==> config.mk <==
export PLATFORM = sky130hd
export DESIGN_NAME = sma_div
export DESIGN_NICKNAME = d
export VERILOG_FILES = /design/src/rtl/sma_pkg.sv /design/src/rtl/sma_div.sv
export SDC_FILE = /design/constraint.sdc
export NUM_CORES = 1
export LEC_CHECK = 0
export BUFFER_PORTS_ARGS = -buffer_cell sky130_fd_sc_hd__buf_2
export CAP_MARGIN = 10
export CORE_MARGIN = 10
export CORE_UTILIZATION = 40
export CTS_CLUSTER_DIAMETER = 150
export DETAILED_ROUTE_END_ITERATION = 12
export GPL_ROUTABILITY_DRIVEN = 0
export GPL_TIMING_DRIVEN = 1
export PLACE_DENSITY = 0.71
export SLEW_MARGIN = 25
export SYNTH_ARGS = -nofsm -noshare
export SYNTH_HDL_FRONTEND = slang
export SYNTH_SLANG_ARGS = --single-unit
==> constraint.sdc <==
create_clock -name clk -period 4.4 [get_ports clk]
set_clock_uncertainty 0.05 [all_clocks]
set_input_delay 0.44 -clock clk [delete_from_list [all_inputs] [get_ports clk]]
set_output_delay 0.44 -clock clk [all_outputs]
set_load 0.005 [all_outputs]
==> src/rtl/sma_pkg.sv <==
`timescale 1ns / 1ps

package sma_pkg;

    localparam int unsigned PERIOD_BITS = 9;
    localparam int unsigned SAMPLE_W    = 32;
    localparam int unsigned AVG_W       = 32;
    localparam int unsigned SUM_BITS    = 64;

    localparam logic [PERIOD_BITS-1:0] PERIOD_RESET = PERIOD_BITS'(20);

    typedef logic [SAMPLE_W-1:0]    sample_t;
    typedef logic [AVG_W-1:0]       avg_t;
    typedef logic [SUM_BITS-1:0]    sum_t;
    typedef logic [PERIOD_BITS-1:0] period_t;

    typedef enum logic [2:0] {
        S_IDLE,
        S_SUM,
        S_DIVGO,
        S_DIV,
        S_OUT
    } sma_state_t;

endpackage

==> src/rtl/sma_div.sv <==
`timescale 1ns / 1ps

module sma_div (
    input  logic                          clk,
    input  logic                          rst_n,
    input  logic                          start,
    input  sma_pkg::sum_t                 dividend,
    input  sma_pkg::period_t              divisor,
    output logic                          busy,
    output logic                          done,
    output sma_pkg::avg_t                 quotient
);
    import sma_pkg::*;

    localparam int unsigned CNT_W = $clog2(SUM_BITS + 1);

    logic [CNT_W-1:0]       cnt_reg;
    logic                   busy_reg;
    logic                   done_reg;
    period_t                rem_reg;
    period_t                rem_next;
    sum_t                   q_reg;
    sum_t                   q_next;
    logic [PERIOD_BITS:0]   trial;
    logic                   ge;

    always_comb
    begin
        trial    = {rem_reg, q_reg[SUM_BITS-1]};
        ge       = (trial >= {1'b0, divisor});
        rem_next = ge ? PERIOD_BITS'(trial - {1'b0, divisor}) : PERIOD_BITS'(trial);
        q_next   = {q_reg[SUM_BITS-2:0], ge};
    end

    always_ff @(posedge clk or negedge rst_n)
    begin
        if (!rst_n)
        begin
            cnt_reg  <= '0;
            busy_reg <= 1'b0;
            done_reg <= 1'b0;
        end
        else
        begin
            done_reg <= 1'b0;
            if (start)
            begin
                cnt_reg  <= CNT_W'(SUM_BITS);
                busy_reg <= 1'b1;
            end
            else if (busy_reg)
            begin
                cnt_reg <= cnt_reg - CNT_W'(1);
                if (cnt_reg == CNT_W'(1))
                begin
                    busy_reg <= 1'b0;
                    done_reg <= 1'b1;
                end
            end
        end
    end

    always_ff @(posedge clk)
    begin
        if (start)
        begin
            rem_reg <= '0;
            q_reg   <= dividend;
        end
        else if (busy_reg)
        begin
            rem_reg <= rem_next;
            q_reg   <= q_next;
        end
    end

    assign busy     = busy_reg;
    assign done     = done_reg;
    assign quotient = q_reg[AVG_W-1:0];

endmodule

==> metrics <==
outcome=finished clean; starting density of the core=0.4100; clock buffer count from CTS=9; number of H-tree levels=3; Clock Path Buffers=2; number of violations reported at the end of detailed-routing iteration 0=161; leakage dissipation=2.055 nW; Total GRT Usage=0.1192; Max Clock Freq=0.4042 GHz; DIE HEIGHT=122.9 um; overall via count from detail_route=2616; layout cells sized above 1=0.4988; min setup slack post-route=1.926 ns; placeable core region=0.01032 mm^2; Crit Reg-Reg Startpoint=q_reg[63]$_DFFE_PP_; setup repair after global routing missed its margin=no; class of the worst hold path=primary input to flip-flop; synthesized area divided by synthesized cell count=13.39 um^2; number of clock sinks=82; series of cell instances along the critical path=inv_1, ha_1, inv_1, fa_1, a211oi_2, o31a_1, o211ai_4, mux2i_1, a211oi_1; register bit count reported by yosys=82; Crit path largest cell delay=0.41 ns; source of the critical timing path=q_reg[63]$_DFFE_PP_; Crit path arrival time=2.66 ns; count of final max-slew check failures=0; antenna diode count=0; number of max-cap violations=0; total of endpoints with negative setup slack in the final report=0; clock root cell=sky130_fd_sc_hd__clkbuf_8; post-cts resize count=0; wire length of the first global-routing pass=14.37 mm; setup slack on the worst flop-to-flop path=1.93 ns; endpoint of the worst register-to-register path=rem_reg[1]$_SDFFE_PP0P_; worst setup path class=flip-flop to flip-flop; fin nets=484; CP startpoint kind=flip-flop; max reg flops=64; most common cell after layout, fill and taps aside=sky130_fd_sc_hd__buf_2; Synth warnings=0; wire length after detailed routing=8.901 mm; number of instances in the placed design=520; Die X-Extent=122.9 um; initial antenna violation count=1; number of cells in the finished layout apart from fillers=537; vias in the first global route=2843; Netlist Area Pre-Place=0.004233 mm^2; pin slew with the least headroom to its limit=0.9594 ns; syn_nets=404; area of the die=0.01510 mm^2; TritonCTS clock tree=yes; top library cells by usage in the layout, fill and taps aside=108 x sky130_fd_sc_hd__buf_2, 65 x sky130_fd_sc_hd__mux2_2, 64 x sky130_fd_sc_hd__edfxtp_1; cell repeated most along the worst path=sky130_fd_sc_hd__inv_1; unique cell type count in the Yosys netlist=45; Hold Violations, Final=0; nature of the critical path endpoint=flip-flop; sequential cell area fraction in the yosys report=0.5498; critical path capture point=rem_reg[1]$_SDFFE_PP0P_; insertion delay to the later sink of the worst-skew pair=0.35 ns; number of vias per cell=4.872; count of port buffers added during placement=109; CP max-delay cell=sky130_fd_sc_hd__fa_1; flip-flop cell with the highest count after synthesis=sky130_fd_sc_hd__edfxtp_1; largest vdd supply drop=209.3 uV; WL per Instance=16.58 um; WHS Path Cells=3; overflow left after global routing=0; number of synthesized flops with an enable pin=64; HPWL Detailed=6.691 mm; Site Rows=37; total power divided by cell area=494.6 mW/mm^2; shortest period the worst path allows=2.474 ns; setup TNS=0 ns; critical path data required time=4.59 ns; maximum number of pins on one net before global-route repair=82; I/O Pins=110; worst slew margin relative to its limit=0.3604; Sequential cell area=0.002327 mm^2; clock edge transition at the registers on the reported setup and hold paths=0.08 ns; part of the cycle the worst path needs=0.5623; Fillers=954; maximum net fanout on the critical path=8; growth of design area from synthesis to finish=15.58%; post-synthesis instance total=316; DRC Markers=0; area occupied by multi-input gates=0.001564 mm^2; final core utilization=0.4739; worst slack at placement=1.866 ns; asr flop ratio synth=0.1098; number of cells traversed by the worst register-to-register path=9; residual antenna-violating net count after detailed routing=0; first-pass iteration count of the detailed router=4
[cells by family after synthesis]
family | after synthesis | synth area share
AO/OA/AOI/OAI | 31 | 0.06001
multiplexers | 71 | 0.1871
AND/OR/NAND/NOR | 52 | 0.06651
buffers and inverters | 59 | 0.08070
flip-flops | 82 | 0.5498
XOR/XNOR | 9 | 0.01862
adder cells (fa/ha/maj) | 12 | 0.03724
[repair_timing]
| action | CTS | global route |
|---|---|---|
| buffers inserted | 0 | 0 |
| hold buffers | 1 | 0 |
| hold endpoints to repair | 9 | 0 |
[power by group]
part           internal, mW  switching, mW  total [mW]
Sequential             1.01          0.107        1.12
Clock                 0.264          0.272       0.536
Combinational         0.382          0.381       0.763
[metrics by stage]
step / total power, mW / instance area (um^2) / hold WS (ns)
final: 2.420 / 4892 / 0.3108
after CTS: 2.451 / 4892 / 0.2904
after detailed placement: 1.905 / 4688 / 0.2544
after global routing: 2.590 / 4892 / 0.3073
after floorplan: 1.742 / 4233 / 0.09441
after global placement: 1.885 / 4688 / 0.2470
[cell type report]
| cell class | count | share of cell area |
|---|---|---|
| multi-input cells | 175 | 0.3197 |
| clock buffers | 10 | 0.02609 |
| repair buffers | 113 | 0.1187 |
| flip-flops and latches | 82 | 0.4757 |
| inverters | 15 | 0.01151 |
| well taps | 136 | 0.03478 |
| clock inverters | 6 | 0.01355 |
[cells in the mapped netlist, types with 9 or more instances]
library cell,count,area share
sky130_fd_sc_hd__inv_1,15,0.013
sky130_fd_sc_hd__mux2_2,65,0.17
sky130_fd_sc_hd__buf_4,32,0.057
sky130_fd_sc_hd__edfxtp_1,64,0.45
sky130_fd_sc_hd__ha_1,11,0.033
sky130_fd_sc_hd__clkbuf_1,12,0.011
sky130_fd_sc_hd__dfrtp_1,9,0.053
sky130_fd_sc_hd__dfxtp_1,9,0.043
sky130_fd_sc_hd__nor2_1,20,0.018
[worst min-delay path by stage]
| stage | start | to | slack [ns] |
|---|---|---|---|
| final | start | busy$_DFF_PN0_ | 0.31 |
| after global routing | start | busy$_DFF_PN0_ | 0.31 |
| after CTS | start | busy$_DFF_PN0_ | 0.29 |
| after detailed placement | rst_n | busy$_DFF_PN0_ | 0.25 |
| after global placement | rst_n | done$_DFF_PN0_ | 0.25 |
| after floorplan | rst_n | busy$_DFF_PN0_ | 0.09 |
[critical path: cells and delay by family (launching register included)]
family                   cells  cell delay [ns]
AO/OA/AOI/OAI                4             1.08
adder cells (fa/ha/maj)      2             0.56
flip-flops                   1             0.39
multiplexers                 1             0.17
buffers and inverters        2             0.12
[metal layers]
metal,up-vias,share of wire,track usage,wire (um)
li1,1293,-,-,-
met1,1237,0.41,0.1385,3687
met2,73,0.49,0.1921,4348
met3,11,0.084,0.06061,749
met4,2,0.011,0.02872,101
met5,-,0.0015,0,13
(Power assumes the default switching activity.)
